<file path="src/hw/rtl/slx_pkg.sv">
package slx_pkg;

  // Longest stored text count that a command can carry (MAX_TEXT up to 63).
  localparam int LEN_W = 6;
  localparam int LINE_OUT_W = 16;
  localparam int QDEPTH = 2;

  typedef enum logic [3:0] {
    TOK_EXIT    = 4'd0,
    TOK_INT     = 4'd1,
    TOK_IDENT   = 4'd2,
    TOK_LITERAL = 4'd3,
    TOK_PLUS    = 4'd4,
    TOK_MINUS   = 4'd5,
    TOK_STAR    = 4'd6,
    TOK_SLASH   = 4'd7,
    TOK_PERCENT = 4'd8,
    TOK_LPAREN  = 4'd9,
    TOK_RPAREN  = 4'd10,
    TOK_SEMI    = 4'd11
  } tok_type_e;

  localparam logic KIND_HEAD = 1'b0;
  localparam logic KIND_TEXT = 1'b1;

  localparam logic ACT_CHAR = 1'b0;
  localparam logic ACT_END  = 1'b1;

  localparam logic [7:0] CH_NEWLINE = 8'h0A;
  localparam logic [7:0] CH_PLUS    = 8'h2B;
  localparam logic [7:0] CH_MINUS   = 8'h2D;
  localparam logic [7:0] CH_STAR    = 8'h2A;
  localparam logic [7:0] CH_SLASH   = 8'h2F;
  localparam logic [7:0] CH_PERCENT = 8'h25;
  localparam logic [7:0] CH_LPAREN  = 8'h28;
  localparam logic [7:0] CH_RPAREN  = 8'h29;
  localparam logic [7:0] CH_SEMI    = 8'h3B;

  // One queue entry: an optional name or literal token followed by an
  // optional operator token, both reported on the same line.
  typedef struct packed {
    logic                    has_tok;
    tok_type_e               tok_type;
    logic [LEN_W-1:0]        tok_len;
    logic                    trunc;
    logic                    bank;
    logic                    has_op;
    tok_type_e               op_type;
    logic [LINE_OUT_W-1:0]   line;
  } cmd_t;

  typedef struct packed {
    logic valid;
    logic bank;
  } rel_t;

  function automatic logic is_letter(input logic [7:0] c);
    return c inside {[8'h41:8'h5A], [8'h61:8'h7A]};
  endfunction

  function automatic logic is_digit(input logic [7:0] c);
    return c inside {[8'h30:8'h39]};
  endfunction

  function automatic logic is_op(input logic [7:0] c);
    return c inside {CH_PLUS, CH_MINUS, CH_STAR, CH_SLASH, CH_PERCENT,
                     CH_LPAREN, CH_RPAREN, CH_SEMI};
  endfunction

  function automatic tok_type_e op_type(input logic [7:0] c);
    tok_type_e t;
    case (c)
      CH_PLUS:    t = TOK_PLUS;
      CH_MINUS:   t = TOK_MINUS;
      CH_STAR:    t = TOK_STAR;
      CH_SLASH:   t = TOK_SLASH;
      CH_PERCENT: t = TOK_PERCENT;
      CH_LPAREN:  t = TOK_LPAREN;
      CH_RPAREN:  t = TOK_RPAREN;
      default:    t = TOK_SEMI;
    endcase
    return t;
  endfunction

  function automatic logic [7:0] kw_exit_char(input logic [1:0] pos);
    logic [7:0] ch;
    case (pos)
      2'd0:    ch = 8'h65;
      2'd1:    ch = 8'h78;
      2'd2:    ch = 8'h69;
      default: ch = 8'h74;
    endcase
    return ch;
  endfunction

  function automatic logic [7:0] kw_int_char(input logic [1:0] pos);
    logic [7:0] ch;
    case (pos)
      2'd0:    ch = 8'h69;
      2'd1:    ch = 8'h6E;
      default: ch = 8'h74;
    endcase
    return ch;
  endfunction

endpackage

</file>
<file path="src/hw/rtl/source_lexer_top.sv">
// Front end takes one source byte per cycle while in_ready_o is high (not when the queue
// is full or a text bank it needs is still being read out); a byte that only extends a
// name or literal produces nothing. Back end pops a queue entry, then sends the token
// head, each text byte after a registered RAM read, and the operator head, if present.
// Two text banks let a new token fill while the previous one is still read out.
// Asynchronous active-low reset empties the queue and returns the scanner to idle, line 0.
module source_lexer_top #(
  parameter int MAX_TEXT  = 16,
  parameter int LINE_BITS = 16
) (
  input  logic        clk_i,
  input  logic        rst_ni,
  input  logic        in_valid_i,
  output logic        in_ready_o,
  input  logic        action_i,
  input  logic [7:0]  character_i,
  output logic        out_valid_o,
  input  logic        out_ready_i,
  output logic        kind_o,
  output logic [3:0]  token_type_o,
  output logic [15:0] line_number_o,
  output logic [4:0]  text_length_o,
  output logic        truncated_o,
  output logic [7:0]  text_char_o,
  output logic        last_o
);
  import slx_pkg::*;

  localparam int AW = $clog2(MAX_TEXT) + 1;

  cmd_t          q_wdata, q_rdata;
  logic          q_push, q_pop, q_full, q_empty;
  rel_t          rel;
  logic          ram_we, ram_re;
  logic [AW-1:0] ram_waddr, ram_raddr;
  logic [7:0]    ram_wdata, ram_rdata;

  slx_front #(
    .MAX_TEXT (MAX_TEXT),
    .LINE_BITS(LINE_BITS)
  ) u_front (
    .clk_i      (clk_i),
    .rst_ni     (rst_ni),
    .in_valid_i (in_valid_i),
    .in_ready_o (in_ready_o),
    .action_i   (action_i),
    .character_i(character_i),
    .rel_i      (rel),
    .q_full_i   (q_full),
    .q_push_o   (q_push),
    .q_data_o   (q_wdata),
    .ram_we_o   (ram_we),
    .ram_waddr_o(ram_waddr),
    .ram_wdata_o(ram_wdata)
  );

  slx_queue u_queue (
    .clk_i  (clk_i),
    .rst_ni (rst_ni),
    .push_i (q_push),
    .data_i (q_wdata),
    .pop_i  (q_pop),
    .data_o (q_rdata),
    .full_o (q_full),
    .empty_o(q_empty)
  );

  slx_ram #(
    .WIDTH(8),
    .DEPTH(2 ** AW)
  ) u_text_ram (
    .clk_i  (clk_i),
    .we_i   (ram_we),
    .waddr_i(ram_waddr),
    .wdata_i(ram_wdata),
    .re_i   (ram_re),
    .raddr_i(ram_raddr),
    .rdata_o(ram_rdata)
  );

  slx_back #(
    .MAX_TEXT(MAX_TEXT)
  ) u_back (
    .clk_i        (clk_i),
    .rst_ni       (rst_ni),
    .q_empty_i    (q_empty),
    .q_data_i     (q_rdata),
    .q_pop_o      (q_pop),
    .ram_re_o     (ram_re),
    .ram_raddr_o  (ram_raddr),
    .ram_rdata_i  (ram_rdata),
    .rel_o        (rel),
    .out_valid_o  (out_valid_o),
    .out_ready_i  (out_ready_i),
    .kind_o       (kind_o),
    .token_type_o (token_type_o),
    .line_number_o(line_number_o),
    .text_length_o(text_length_o),
    .truncated_o  (truncated_o),
    .text_char_o  (text_char_o),
    .last_o       (last_o)
  );

  a_no_push_when_full: assert property (@(posedge clk_i) disable iff (!rst_ni)
    q_push |-> !q_full) else $error("command queue overrun");

  a_no_pop_when_empty: assert property (@(posedge clk_i) disable iff (!rst_ni)
    q_pop |-> !q_empty) else $error("command queue underrun");

  a_text_follows_name: assert property (@(posedge clk_i) disable iff (!rst_ni)
    (out_valid_o && (kind_o == KIND_TEXT)) |->
      ((token_type_o == TOK_IDENT) || (token_type_o == TOK_LITERAL)))
    else $error("text byte attached to a token without text");

  a_op_has_no_text: assert property (@(posedge clk_i) disable iff (!rst_ni)
    (out_valid_o && (kind_o == KIND_HEAD) && (token_type_o != TOK_IDENT) &&
     (token_type_o != TOK_LITERAL)) |-> ((text_length_o == '0) && !truncated_o))
    else $error("keyword or operator head carries text length");

endmodule

</file>
<file path="src/hw/rtl/slx_ram.sv">
module slx_ram #(
  parameter int WIDTH = 8,
  parameter int DEPTH = 32
) (
  input  logic                     clk_i,
  input  logic                     we_i,
  input  logic [$clog2(DEPTH)-1:0] waddr_i,
  input  logic [WIDTH-1:0]         wdata_i,
  input  logic                     re_i,
  input  logic [$clog2(DEPTH)-1:0] raddr_i,
  output logic [WIDTH-1:0]         rdata_o
);

  logic [WIDTH-1:0] mem_q [DEPTH];
  logic [WIDTH-1:0] rdata_q;

  always_ff @(posedge clk_i) begin
    if (we_i) begin
      mem_q[waddr_i] <= wdata_i;
    end
    if (re_i) begin
      rdata_q <= mem_q[raddr_i];
    end
  end

  assign rdata_o = rdata_q;

endmodule

</file>
<file path="src/hw/rtl/slx_queue.sv">
module slx_queue (
  input  logic          clk_i,
  input  logic          rst_ni,
  input  logic          push_i,
  input  slx_pkg::cmd_t data_i,
  input  logic          pop_i,
  output slx_pkg::cmd_t data_o,
  output logic          full_o,
  output logic          empty_o
);
  import slx_pkg::*;

  localparam int PW = $clog2(QDEPTH);

  cmd_t          entry_q [QDEPTH];
  logic [PW-1:0] wr_ptr_q, wr_ptr_d;
  logic [PW-1:0] rd_ptr_q, rd_ptr_d;
  logic [PW:0]   fill_q, fill_d;

  always_comb begin
    wr_ptr_d = wr_ptr_q;
    rd_ptr_d = rd_ptr_q;
    fill_d   = fill_q;
    if (push_i) begin
      wr_ptr_d = wr_ptr_q + 1'b1;
    end
    if (pop_i) begin
      rd_ptr_d = rd_ptr_q + 1'b1;
    end
    if (push_i && !pop_i) begin
      fill_d = fill_q + 1'b1;
    end else if (pop_i && !push_i) begin
      fill_d = fill_q - 1'b1;
    end
  end

  always_ff @(posedge clk_i or negedge rst_ni) begin
    if (!rst_ni) begin
      wr_ptr_q <= '0;
      rd_ptr_q <= '0;
      fill_q   <= '0;
    end else begin
      wr_ptr_q <= wr_ptr_d;
      rd_ptr_q <= rd_ptr_d;
      fill_q   <= fill_d;
    end
  end

  always_ff @(posedge clk_i) begin
    if (push_i) begin
      entry_q[wr_ptr_q] <= data_i;
    end
  end

  assign data_o  = entry_q[rd_ptr_q];
  assign full_o  = (fill_q == (PW+1)'(QDEPTH));
  assign empty_o = (fill_q == '0);

endmodule

</file>
<file path="src/hw/rtl/slx_front.sv">
module slx_front #(
  parameter int MAX_TEXT  = 16,
  parameter int LINE_BITS = 16
) (
  input  logic                        clk_i,
  input  logic                        rst_ni,
  input  logic                        in_valid_i,
  output logic                        in_ready_o,
  input  logic                        action_i,
  input  logic [7:0]                  character_i,
  input  slx_pkg::rel_t               rel_i,
  input  logic                        q_full_i,
  output logic                        q_push_o,
  output slx_pkg::cmd_t               q_data_o,
  output logic                        ram_we_o,
  output logic [$clog2(MAX_TEXT):0]   ram_waddr_o,
  output logic [7:0]                  ram_wdata_o
);
  import slx_pkg::*;

  localparam int CW = $clog2(MAX_TEXT + 1);
  localparam int IW = $clog2(MAX_TEXT);

  typedef enum logic [2:0] {
    M_IDLE   = 3'b001,
    M_NAME   = 3'b010,
    M_NUMBER = 3'b100
  } mode_e;

  mode_e                mode_q, mode_d;
  logic [CW-1:0]        count_q, count_d;
  logic                 ovf_q, ovf_d;
  logic                 exit_ok_q, exit_ok_d;
  logic                 int_ok_q, int_ok_d;
  logic [LINE_BITS-1:0] line_q, line_d;
  logic                 bank_q, bank_d;
  logic [1:0]           busy_q, busy_d;

  logic          accept, letter, digit, cont, in_token;
  logic          is_exit, is_int, needs_text, has_op;
  logic          append, start;
  logic [CW-1:0] pos;

  always_comb begin
    letter   = is_letter(character_i);
    digit    = is_digit(character_i);
    accept   = in_valid_i && in_ready_o;
    in_token = (mode_q != M_IDLE);
    cont     = (action_i == ACT_CHAR) &&
               (((mode_q == M_NAME) && (letter || digit)) ||
                ((mode_q == M_NUMBER) && digit));

    // A truncated name is never a keyword.
    is_exit    = (mode_q == M_NAME) && exit_ok_q && !ovf_q && (count_q == CW'(4));
    is_int     = (mode_q == M_NAME) && int_ok_q && !ovf_q && (count_q == CW'(3));
    needs_text = in_token && !is_exit && !is_int;
    has_op     = (action_i == ACT_CHAR) && !cont && is_op(character_i);

    q_data_o.has_tok  = in_token;
    q_data_o.tok_type = is_exit ? TOK_EXIT :
                        is_int  ? TOK_INT  :
                        (mode_q == M_NAME) ? TOK_IDENT : TOK_LITERAL;
    q_data_o.tok_len  = needs_text ? LEN_W'(count_q) : '0;
    q_data_o.trunc    = needs_text && ovf_q;
    q_data_o.bank     = bank_q;
    q_data_o.has_op   = has_op;
    q_data_o.op_type  = op_type(character_i);
    q_data_o.line     = LINE_OUT_W'(line_q);

    q_push_o = accept && !cont && (in_token || has_op);

    mode_d    = mode_q;
    count_d   = count_q;
    ovf_d     = ovf_q;
    exit_ok_d = exit_ok_q;
    int_ok_d  = int_ok_q;
    line_d    = line_q;
    bank_d    = bank_q;
    busy_d    = busy_q;
    append    = 1'b0;
    start     = 1'b0;

    if (rel_i.valid) begin
      busy_d[rel_i.bank] = 1'b0;
    end

    if (accept) begin
      if (action_i == ACT_END) begin
        mode_d  = M_IDLE;
        count_d = '0;
        ovf_d   = 1'b0;
        line_d  = '0;
      end else if (cont) begin
        append = 1'b1;
      end else begin
        mode_d  = M_IDLE;
        count_d = '0;
        ovf_d   = 1'b0;
        if (character_i == CH_NEWLINE) begin
          if (line_q != '1) begin
            line_d = line_q + 1'b1;
          end
        end else if (letter) begin
          mode_d = M_NAME;
          append = 1'b1;
          start  = 1'b1;
        end else if (digit) begin
          mode_d = M_NUMBER;
          append = 1'b1;
          start  = 1'b1;
        end
      end
      // The flushed text stays in its bank until the back end has read it out.
      if (!cont && needs_text) begin
        bank_d         = ~bank_q;
        busy_d[bank_q] = 1'b1;
      end
    end

    pos      = start ? '0 : count_q;
    ram_we_o = 1'b0;
    if (append) begin
      if (pos < CW'(MAX_TEXT)) begin
        ram_we_o = 1'b1;
        count_d  = pos + 1'b1;
      end else begin
        ovf_d = 1'b1;
      end
      exit_ok_d = (start || exit_ok_q) && (pos < CW'(4)) &&
                  (character_i == kw_exit_char(pos[1:0]));
      int_ok_d  = (start || int_ok_q) && (pos < CW'(3)) &&
                  (character_i == kw_int_char(pos[1:0]));
    end
    ram_waddr_o = {bank_d, pos[IW-1:0]};
    ram_wdata_o = character_i;
  end

  assign in_ready_o = !q_full_i && !busy_q[bank_q] &&
                      ((mode_q == M_IDLE) || !busy_q[~bank_q]);

  always_ff @(posedge clk_i or negedge rst_ni) begin
    if (!rst_ni) begin
      mode_q    <= M_IDLE;
      count_q   <= '0;
      ovf_q     <= 1'b0;
      exit_ok_q <= 1'b0;
      int_ok_q  <= 1'b0;
      line_q    <= '0;
      bank_q    <= 1'b0;
      busy_q    <= '0;
    end else begin
      mode_q    <= mode_d;
      count_q   <= count_d;
      ovf_q     <= ovf_d;
      exit_ok_q <= exit_ok_d;
      int_ok_q  <= int_ok_d;
      line_q    <= line_d;
      bank_q    <= bank_d;
      busy_q    <= busy_d;
    end
  end

endmodule

</file>
<file path="src/hw/rtl/slx_back.sv">
module slx_back #(
  parameter int MAX_TEXT = 16
) (
  input  logic                      clk_i,
  input  logic                      rst_ni,
  input  logic                      q_empty_i,
  input  slx_pkg::cmd_t             q_data_i,
  output logic                      q_pop_o,
  output logic                      ram_re_o,
  output logic [$clog2(MAX_TEXT):0] ram_raddr_o,
  input  logic [7:0]                ram_rdata_i,
  output slx_pkg::rel_t             rel_o,
  output logic                      out_valid_o,
  input  logic                      out_ready_i,
  output logic                      kind_o,
  output logic [3:0]                token_type_o,
  output logic [15:0]               line_number_o,
  output logic [4:0]                text_length_o,
  output logic                      truncated_o,
  output logic [7:0]                text_char_o,
  output logic                      last_o
);
  import slx_pkg::*;

  localparam int IW = $clog2(MAX_TEXT);

  typedef enum logic [4:0] {
    B_IDLE = 5'b00001,
    B_HEAD = 5'b00010,
    B_READ = 5'b00100,
    B_BYTE = 5'b01000,
    B_OP   = 5'b10000
  } back_state_e;

  back_state_e      state_q, state_d;
  cmd_t             cmd_q, cmd_d;
  logic [LEN_W-1:0] idx_q, idx_d;
  logic [LEN_W-1:0] idx_inc;

  logic             out_valid_q, out_valid_d;
  logic             kind_q, kind_d;
  tok_type_e        type_q, type_d;
  logic [15:0]      line_q, line_d;
  logic [4:0]       len_q, len_d;
  logic             trunc_q, trunc_d;
  logic [7:0]       char_q, char_d;
  logic             last_q, last_d;

  logic out_free, load;

  always_comb begin
    out_free = !out_valid_q || out_ready_i;
    idx_inc  = idx_q + 1'b1;

    state_d  = state_q;
    cmd_d    = cmd_q;
    idx_d    = idx_q;
    kind_d   = kind_q;
    type_d   = type_q;
    line_d   = line_q;
    len_d    = len_q;
    trunc_d  = trunc_q;
    char_d   = char_q;
    last_d   = last_q;
    load     = 1'b0;
    q_pop_o  = 1'b0;
    ram_re_o = 1'b0;
    rel_o    = '{valid: 1'b0, bank: cmd_q.bank};

    case (state_q)
      B_IDLE: begin
        if (!q_empty_i) begin
          q_pop_o = 1'b1;
          cmd_d   = q_data_i;
          state_d = q_data_i.has_tok ? B_HEAD : B_OP;
        end
      end
      B_HEAD: begin
        if (out_free) begin
          load    = 1'b1;
          kind_d  = KIND_HEAD;
          type_d  = cmd_q.tok_type;
          line_d  = cmd_q.line;
          len_d   = 5'(cmd_q.tok_len);
          trunc_d = cmd_q.trunc;
          char_d  = '0;
          last_d  = !cmd_q.has_op && (cmd_q.tok_len == '0);
          idx_d   = '0;
          if (cmd_q.tok_len != '0) begin
            state_d = B_READ;
          end else if (cmd_q.has_op) begin
            state_d = B_OP;
          end else begin
            state_d = B_IDLE;
          end
        end
      end
      B_READ: begin
        ram_re_o = 1'b1;
        state_d  = B_BYTE;
      end
      B_BYTE: begin
        if (out_free) begin
          load   = 1'b1;
          kind_d = KIND_TEXT;
          char_d = ram_rdata_i;
          last_d = (idx_inc == cmd_q.tok_len) && !cmd_q.has_op;
          idx_d  = idx_inc;
          if (idx_inc == cmd_q.tok_len) begin
            rel_o.valid = 1'b1;
            state_d     = cmd_q.has_op ? B_OP : B_IDLE;
          end else begin
            state_d = B_READ;
          end
        end
      end
      B_OP: begin
        if (out_free) begin
          load    = 1'b1;
          kind_d  = KIND_HEAD;
          type_d  = cmd_q.op_type;
          line_d  = cmd_q.line;
          len_d   = '0;
          trunc_d = 1'b0;
          char_d  = '0;
          last_d  = 1'b1;
          state_d = B_IDLE;
        end
      end
      default: begin
        state_d = B_IDLE;
      end
    endcase

    ram_raddr_o = {cmd_q.bank, idx_q[IW-1:0]};

    if (load) begin
      out_valid_d = 1'b1;
    end else if (out_ready_i) begin
      out_valid_d = 1'b0;
    end else begin
      out_valid_d = out_valid_q;
    end
  end

  always_ff @(posedge clk_i or negedge rst_ni) begin
    if (!rst_ni) begin
      state_q     <= B_IDLE;
      out_valid_q <= 1'b0;
    end else begin
      state_q     <= state_d;
      out_valid_q <= out_valid_d;
    end
  end

  always_ff @(posedge clk_i) begin
    cmd_q   <= cmd_d;
    idx_q   <= idx_d;
    kind_q  <= kind_d;
    type_q  <= type_d;
    line_q  <= line_d;
    len_q   <= len_d;
    trunc_q <= trunc_d;
    char_q  <= char_d;
    last_q  <= last_d;
  end

  assign out_valid_o   = out_valid_q;
  assign kind_o        = kind_q;
  assign token_type_o  = type_q;
  assign line_number_o = line_q;
  assign text_length_o = len_q;
  assign truncated_o   = trunc_q;
  assign text_char_o   = char_q;
  assign last_o        = last_q;

endmodule
</file>
<file path="config.mk">
export PLATFORM = sky130hd
export DESIGN_NAME = source_lexer_top
export DESIGN_NICKNAME = d
export VERILOG_FILES = /design/src/hw/rtl/slx_pkg.sv /design/src/hw/rtl/source_lexer_top.sv /design/src/hw/rtl/slx_ram.sv /design/src/hw/rtl/slx_queue.sv /design/src/hw/rtl/slx_front.sv /design/src/hw/rtl/slx_back.sv
export SDC_FILE = /design/constraint.sdc
export NUM_CORES = 1
export LEC_CHECK = 0
export BUFFER_PORTS_ARGS = -buffer_cell sky130_fd_sc_hd__clkbuf_2
export CAP_MARGIN = 40
export CORE_ASPECT_RATIO = 1.25
export CORE_UTILIZATION = 50
export DETAILED_ROUTE_END_ITERATION = 12
export PLACE_DENSITY_LB_ADDON = 0.08
export REMOVE_ABC_BUFFERS = 1
export SYNTH_ARGS = -nofsm -noshare
export SYNTH_HDL_FRONTEND = slang
export SYNTH_SLANG_ARGS = --single-unit
</file>
<file path="constraint.sdc">
create_clock -name clk_i -period 3.2 [get_ports clk_i]
set_clock_uncertainty 0.05 [all_clocks]
set_input_delay 0.48 -clock clk_i [delete_from_list [all_inputs] [get_ports clk_i]]
set_output_delay 0.48 -clock clk_i [all_outputs]
set_load 0.05 [all_outputs]
</file>
==> impl_metrics.py, run 1 <==
metrics = {
    "routing": {
        "drtIter0Drc": 657,
        "wirelength_um": 37300,
        "drt_drc_violations_left": 0,
        "dr.max_layer_used": "met5",
        "dr.pass1.iters": 5,
        "ant_nets": 0,
        "viasPerCell": 5.62,
        "met3_length_um": 1630,
        "wl_met2_um": 18500,
        "vias": 9154,
        "m1WireLength_um": 16000,
        "wl_per_cell_um": 22.9,
    },
    "clock_tree": {
        "post_cts_buffers": 0,
        "cts_inserted_buffers": 45,
        "clkTransAtPathRegs_ps": 60,
        "ctsHtreeMaxLevel": 2,
        "clock-sinks": 438,
        "clk_latency_ps": 560,
        "cts_tree": "built",
        "clockBufferDepth": 3,
        "clk_root_buffer_cell": "clkbuf_16",
    },
    "place": {
        "port-buffer-count": 50,
        "place_area_um2": 19700,
        "detailed_place_hpwl_um": 25300,
        "place.gp.congestion": 0.819,
        "dp_cells": 1547,
        "place_ws_ps": -80.0,
    },
    "floorplan": {
        "core_um2": 34700,
        "start_util_pct": 51.0,
        "fp.dieW_um": 170,
        "ios": 51,
        "die_h_um": 212,
        "rows": 76,
        "dieArea_um2": 36200,
    },
    "finish": {
        "stdcell_count": 1628,
        "drive_gt1_share_pct": 32.5,
        "diodes": 0,
        "fill_cells": 2544,
        "final_area_um2": 21100,
        "syn_to_final_growth_pct": 19.3,
        "num-nets-final": 1148,
    },
    "min_path": {
        "hold_path.class": "input port to asynchronous set/reset pin",
    },
    "worst_setup_path": {
        "worstPathArrival_ps": 3320,
        "path_cells": "or3b_1 -> buf_4 -> o22ai_1 -> nand3_1 -> a211oi_4 -> xnor2_2 -> buf_6 -> and3_1 -> buf_4",
        "worst_setup_path_end_kind": "register",
        "cp-start-kind": "register",
        "worstPathRequired_ps": 3420,
        "path_max_fanout": 16,
        "slowest_delay_ps": 550,
        "slowest_stage": "dfstp_2",
        "critPathKind": "register to register",
        "crit_top_cell": "buf_4",
        "r2r_slack_ps": 100,
    },
    "grt": {
        "grt_pass1_wl_um": 57400,
        "antenna_found_initial": 1,
        "grt_max_degree": 43,
        "overflow": 0,
        "grt_util_all_layers_pct": 21.8,
        "grt_pass1_vias": 9307,
    },
    "synth": {
        "ys_ff_latch": 438,
        "synthesis.area_um2": 17700,
        "synth-edff-count": 398,
        "yosysUniqueCellTypes": 78,
        "syn_avg_cell_area_um2": 18.4,
        "yosys_warnings": 0,
        "synthesis.instances": 960,
        "synthFlopType": "edfxtp_1",
        "ys_seq_area_share_pct": 73.2,
        "async_flop_share_pct": 9.13,
    },
    "pwr": {
        "power.density_nw_per_um2": 736,
        "ir_drop_mv": 0.508,
        "power_mw": 15.6,
        "p_leak_nw": 7.41,
    },
    "sta": {
        "max_freq_mhz": 322,
        "slew-limit-headroom_pct": 56.9,
        "setup_viol_count_final": 0,
        "tightest_slew_ps": 647,
        "slew_violations": 0,
        "min_period_ps": 3100,
        "worst_slack_ps": 96.9,
        "fin_setup_tns_ps": 0,
        "final.period_utilization_pct": 97.0,
        "hold_viol_final": 0,
    },
    "flow_run": {
        "drv_cap": 0,
    },
    "run_status": {
        "status": "finished, final reports clean",
    },
}
-- per-stage QoR --
step / util (%) / hold WS (ps)
2_1_floorplan: - / 134
3_3_place_gp: 56.6 / 352
3_5_place_dp: 56.6 / 298
4_1_cts: 60.8 / 260
5_1_grt: 60.8 / 271
6_report: 60.8 / 266
-- flip-flops by register name, summed over array words and instances, names as in the netlist, 2 cells and up --
name,count
u_queue.entry_q,62
u_back.state_q,5
u_text_ram.rdata_o,8
u_back.token_type_o,4
u_front.count_q,5
u_back.cmd_q,29
u_back.text_char_o,8
u_back.line_number_o,16
u_front.mode_q,3
u_front.line_q,16
u_text_ram.mem_q,256
u_back.idx_q,6
u_back.text_length_o,5
u_queue.fill_q,2
u_front.busy_q,2
-- metal layers --
metal | global-route usage [%] | vias to the layer above
met5 | 0 | -
met4 | 7.86 | 2
met3 | 3.85 | 61
met2 | 35.9 | 235
met1 | 29.2 | 4672
li1 | - | 4184
-- logic make-up after synthesis --
kind of cell	Yosys count	share of synthesized area, %
and+or+nand+nor	227	7.18
DFF	438	73.2
xor gates and xnor gates	21	1.16
AOI/OAI and AO/OA	80	3.51
buffers and inverters	64	1.54
muxes	122	12.8
adders and majority gates	8	0.566
-- repair_timing --
action | CTS | global route
gates resized for setup | 0 | 7
hold buffers | 1 | 0
hold endpoints to repair | 29 | 0
setup endpoints to repair | 0 | 234
-- layout by cell type (no fill, tap or decap), types with 21 or more instances in the layout --
master and count:
edfxtp_1 398, mux4_2 80, buf_4 79, clkbuf_2 50, and3_1 48, clkbuf_16 45, nand2_1 42, mux2_2 41
dfrtp_1 38, buf_12 36, nor2_1 30, nand3_1 21
-- critical path, delay by kind of cell (launching register included) --
family                    cells  cell delay, ps
and+or+nand+nor               3             870
xor gates and xnor gates      1             190
AOI/OAI and AO/OA             2             560
buffers and inverters         3             580
DFF                           1             550
-- Yosys cell counts (8+ instances only) --
library cell | n | share of area (%)
a21oi_1 | 14 | 0.40
and2_1 | 13 | 0.46
and3_1 | 48 | 1.7
buf_2 | 10 | 0.28
clkbuf_1 | 31 | 0.66
dfrtp_1 | 38 | 5.4
edfxtp_1 | 398 | 68
ha_1 | 8 | 0.57
inv_1 | 16 | 0.34
mux2_2 | 41 | 2.6
mux4_2 | 80 | 10
nand2_1 | 42 | 0.89
nand2b_1 | 8 | 0.28
nand3_1 | 22 | 0.62
nor2_1 | 33 | 0.70
nor3_1 | 14 | 0.40
o21ai_0 | 17 | 0.48
xnor2_1 | 10 | 0.49
xor2_1 | 9 | 0.45
-- cell type report --
class                      count  area [µm²]  share of cell area (%)
multi-input combinational    458        4490                    21.3
timing repair buffer         167        1590                    7.51
tap                          468         586                    2.77
inverter                      17        66.3                   0.314
clock inverter                22         216                    1.03
clock buffer                  58        1210                    5.75
sequential                   438       13000                    61.4
-- path summary, 6_finish.rpt --
path	start	cells past startpoint	end
setup reg to reg	u_front.mode_q[0]$_DFFE_PN1P_	9	u_text_ram.mem_q[11][5]$_DFFE_PP_
hold / removal	rst_ni	2	u_back.state_q[2]$_DFFE_PN0P_
max in group asynchronous	rst_ni	4	u_front.line_q[10]$_DFFE_PN0P_
hold reg to reg	u_back.cmd_q[1]$_DFFE_PP_	0	u_back.line_number_o[1]$_DFFE_PP_
setup / recovery	u_front.mode_q[0]$_DFFE_PN1P_	9	u_text_ram.mem_q[11][5]$_DFFE_PP_
min in group clk_i	character_i[2]	1	u_text_ram.mem_q[2][2]$_DFFE_PP_
-- power by group --
group	total (mW)	switching [mW]	leakage, nW	internal, mW
logic	3.14	1.94	2.60	1.19
registers	7.32	0.322	4.10	7.00
clock network	5.09	2.10	0.703	3.00
No activity file was read; power rests on OpenSTA's default activity.
==> inputs of run 2 (changes only) <==
GPL_TIMING_DRIVEN = 0   (was default)
PLACE_DENSITY = 0.81   (was default)
PLACE_DENSITY_LB_ADDON = default   (was 0.08)
==> run 2 against run 1 <==
Compared with the run above:
- non-clock buffer count decreased by 88
- worst setup slack got worse by 11 ps
- clock power decreased by 10%
- hold slack improved by 54 ps
- critical path depth decreased by 2
- utilization decreased by 2.4 points
- critical path type unchanged
- clock-buffer cell count decreased by 2
- cell count decreased by 6.0%
- via count decreased by 0.16%
==> impl_metrics.py, run 2 (synthesis results as in run 1) <==
metrics = {
    "floorplan": {
        "start_util_pct": 51.0,
        "die_h_um": 212,
        "core_um2": 34700,
        "fp.dieW_um": 170,
        "dieArea_um2": 36200,
        "rows": 76,
        "ios": 51,
    },
    "finish": {
        "fill_cells": 2389,
        "final_area_um2": 20300,
        "syn_to_final_growth_pct": 14.6,
        "top_register": "u_text_ram.mem_q",
        "num-nets-final": 1054,
        "diodes": 0,
        "layout_commonest_cell": "edfxtp_1",
        "largest_reg_flops": 256,
        "drive_gt1_share_pct": 29.9,
        "reg_top3": "u_text_ram.mem_q: 256 flops, u_queue.entry_q: 62 flops, u_back.cmd_q: 29 flops",
        "layout_common_cells": "398 x edfxtp_1, 80 x mux4_2, 42 x nand2_1, 42 x clkbuf_16, 42 x clkbuf_2",
    },
    "routing": {
        "drt_drc_violations_left": 0,
        "viasPerCell": 5.97,
        "wirelength_um": 34600,
        "ant_nets": 0,
        "vias": 9139,
        "wl_per_cell_um": 22.6,
        "dr.pass1.iters": 5,
        "drtIter0Drc": 766,
    },
    "place": {
        "place_area_um2": 18800,
        "place_ws_ps": -1140,
        "place.gp.congestion": 0.836,
        "port-buffer-count": 50,
        "detailed_place_hpwl_um": 21800,
    },
    "grt": {
        "grt_util_all_layers_pct": 19.5,
        "grt_max_degree": 45,
        "overflow": 0,
        "antenna_found_initial": 0,
        "grt_pass1_wl_um": 52600,
        "grt_pass1_vias": 9099,
    },
    "worst_setup_path": {
        "path_max_fanout": 12,
        "r2r_slack_ps": 90,
        "r2r_cells": 7,
        "r2r-end": "u_text_ram.mem_q[31][5]$_DFFE_PP_",
        "cp-start-kind": "register",
        "critPathKind": "register to register",
        "worst_setup_path_end_kind": "register",
        "worstPathArrival_ps": 3310,
        "worstPathRequired_ps": 3400,
        "r2r-start": "u_front.mode_q[0]$_DFFE_PN1P_",
    },
    "sta": {
        "slew_violations": 0,
        "final.period_utilization_pct": 97.3,
        "slew-limit-headroom_pct": 40.7,
        "tightest_slew_ps": 880,
        "hold_viol_final": 0,
        "setup_viol_count_final": 0,
        "worst_slack_ps": 86.2,
        "min_period_ps": 3110,
        "max_freq_mhz": 321,
    },
    "clock_tree": {
        "clock-sinks": 438,
        "clockBufferDepth": 3,
        "clk_latency_ps": 540,
        "cts_tree": "built",
        "clkTransAtPathRegs_ps": 60,
        "clk_root_buffer_cell": "clkbuf_16",
        "ctsHtreeMaxLevel": 2,
        "cts_inserted_buffers": 39,
    },
    "flow_run": {
        "drv_cap": 0,
    },
    "pwr": {
        "power.density_nw_per_um2": 739,
        "ir_drop_mv": 0.410,
        "p_leak_nw": 6.85,
    },
    "run_status": {
        "status": "finished, final reports clean",
    },
    "min_path": {
        "hold_path.class": "input port to asynchronous set/reset pin",
    },
}
## run 2: cell types whose count changed in the layout (fill, tap and decap cells not counted), sizes merged
cell,before,now
clkinv,14,12
clkbuf,108,104
bufinv,4,1
inv,19,17
buf,116,30
## run 2: repair_timing
item / in CTS / in global routing
setup endpoints to repair: 261 / 251
hold endpoints to repair: 9 / 0
setup buffers: 2 / 8
pin swaps: 1 / 5
gates resized for setup: 41 / 19
hold buffers: 1 / 0
## run 2: final cells by class
cell class,count,area (µm²),share of cell area (%)
clock inverters,15,126,0.623
inverters,17,68.8,0.339
repair buffers,79,791,3.90
multi-input cells,458,4610,22.7
clock buffers,56,1140,5.64
flip-flops and latches,438,13000,63.9
well taps,468,586,2.89
## run 2: per-layer routing
layer | up-vias | part of all wire (%) | global-route usage (%)
met5 | - | 0 | 0
met4 | 0 | 3.5 | 7.24
met3 | 80 | 5.8 | 3.37
met2 | 345 | 52 | 34.2
met1 | 4714 | 39 | 24.3
li1 | 4000 | - | -
## run 2: worst max-delay path, stage by stage, from the launching register on
cell and delay [ps]:
dfstp_2 550, or3b_4 460, o22a_4 280, a2111o_1 520, nor3_4 370, nand2_1 250
nor2_4 180, buf_12 140
## run 2: how the worst max path moves through the flow
stage,startpoint,end,slack [ps],depth (start not counted)
4_1_cts,u_front.mode_q[0]$_DFFE_PN1P_,u_front.int_ok_q$_DFFE_PN0P_,-50,13
3_5_place_dp,character_i[4],u_text_ram.mem_q[15][4]$_DFFE_PP_,-1140,8
6_report,u_front.mode_q[0]$_DFFE_PN1P_,u_text_ram.mem_q[31][5]$_DFFE_PP_,90,7
5_1_grt,u_front.mode_q[0]$_DFFE_PN1P_,u_front.int_ok_q$_DFFE_PN0P_,-30,13
2_1_floorplan,u_back.idx_q[0]$_SDFFCE_PP0P_,u_text_ram.rdata_o[0]$_DFFE_PP_,-1170,3
3_3_place_gp,u_back.idx_q[0]$_SDFFCE_PP0P_,u_text_ram.rdata_o[3]$_DFFE_PP_,-2350,3
## run 2: per-stage QoR
stage | util, % | std cells | TNS, ps | power (mW) | hold WS (ps)
detailed placement | 54.0 | 1449 | -246370 | 10.4 | 336
CTS | 58.1 | 1523 | -45.4 | 15.0 | 323
global placement | 52.8 | 1431 | -359450 | 10.1 | 352
finish | 58.4 | 1531 | 0 | 15.0 | 320
global route | 58.4 | 1531 | -31.7 | 15.5 | 330
floorplan | - | 913 | -41090 | 9.35 | 134
## run 2: power by group
group | internal, mW | switching, mW
combinational | 1.16 | 1.85
sequential | 7.00 | 0.406
clock | 2.60 | 1.99
total | 10.7 | 4.24
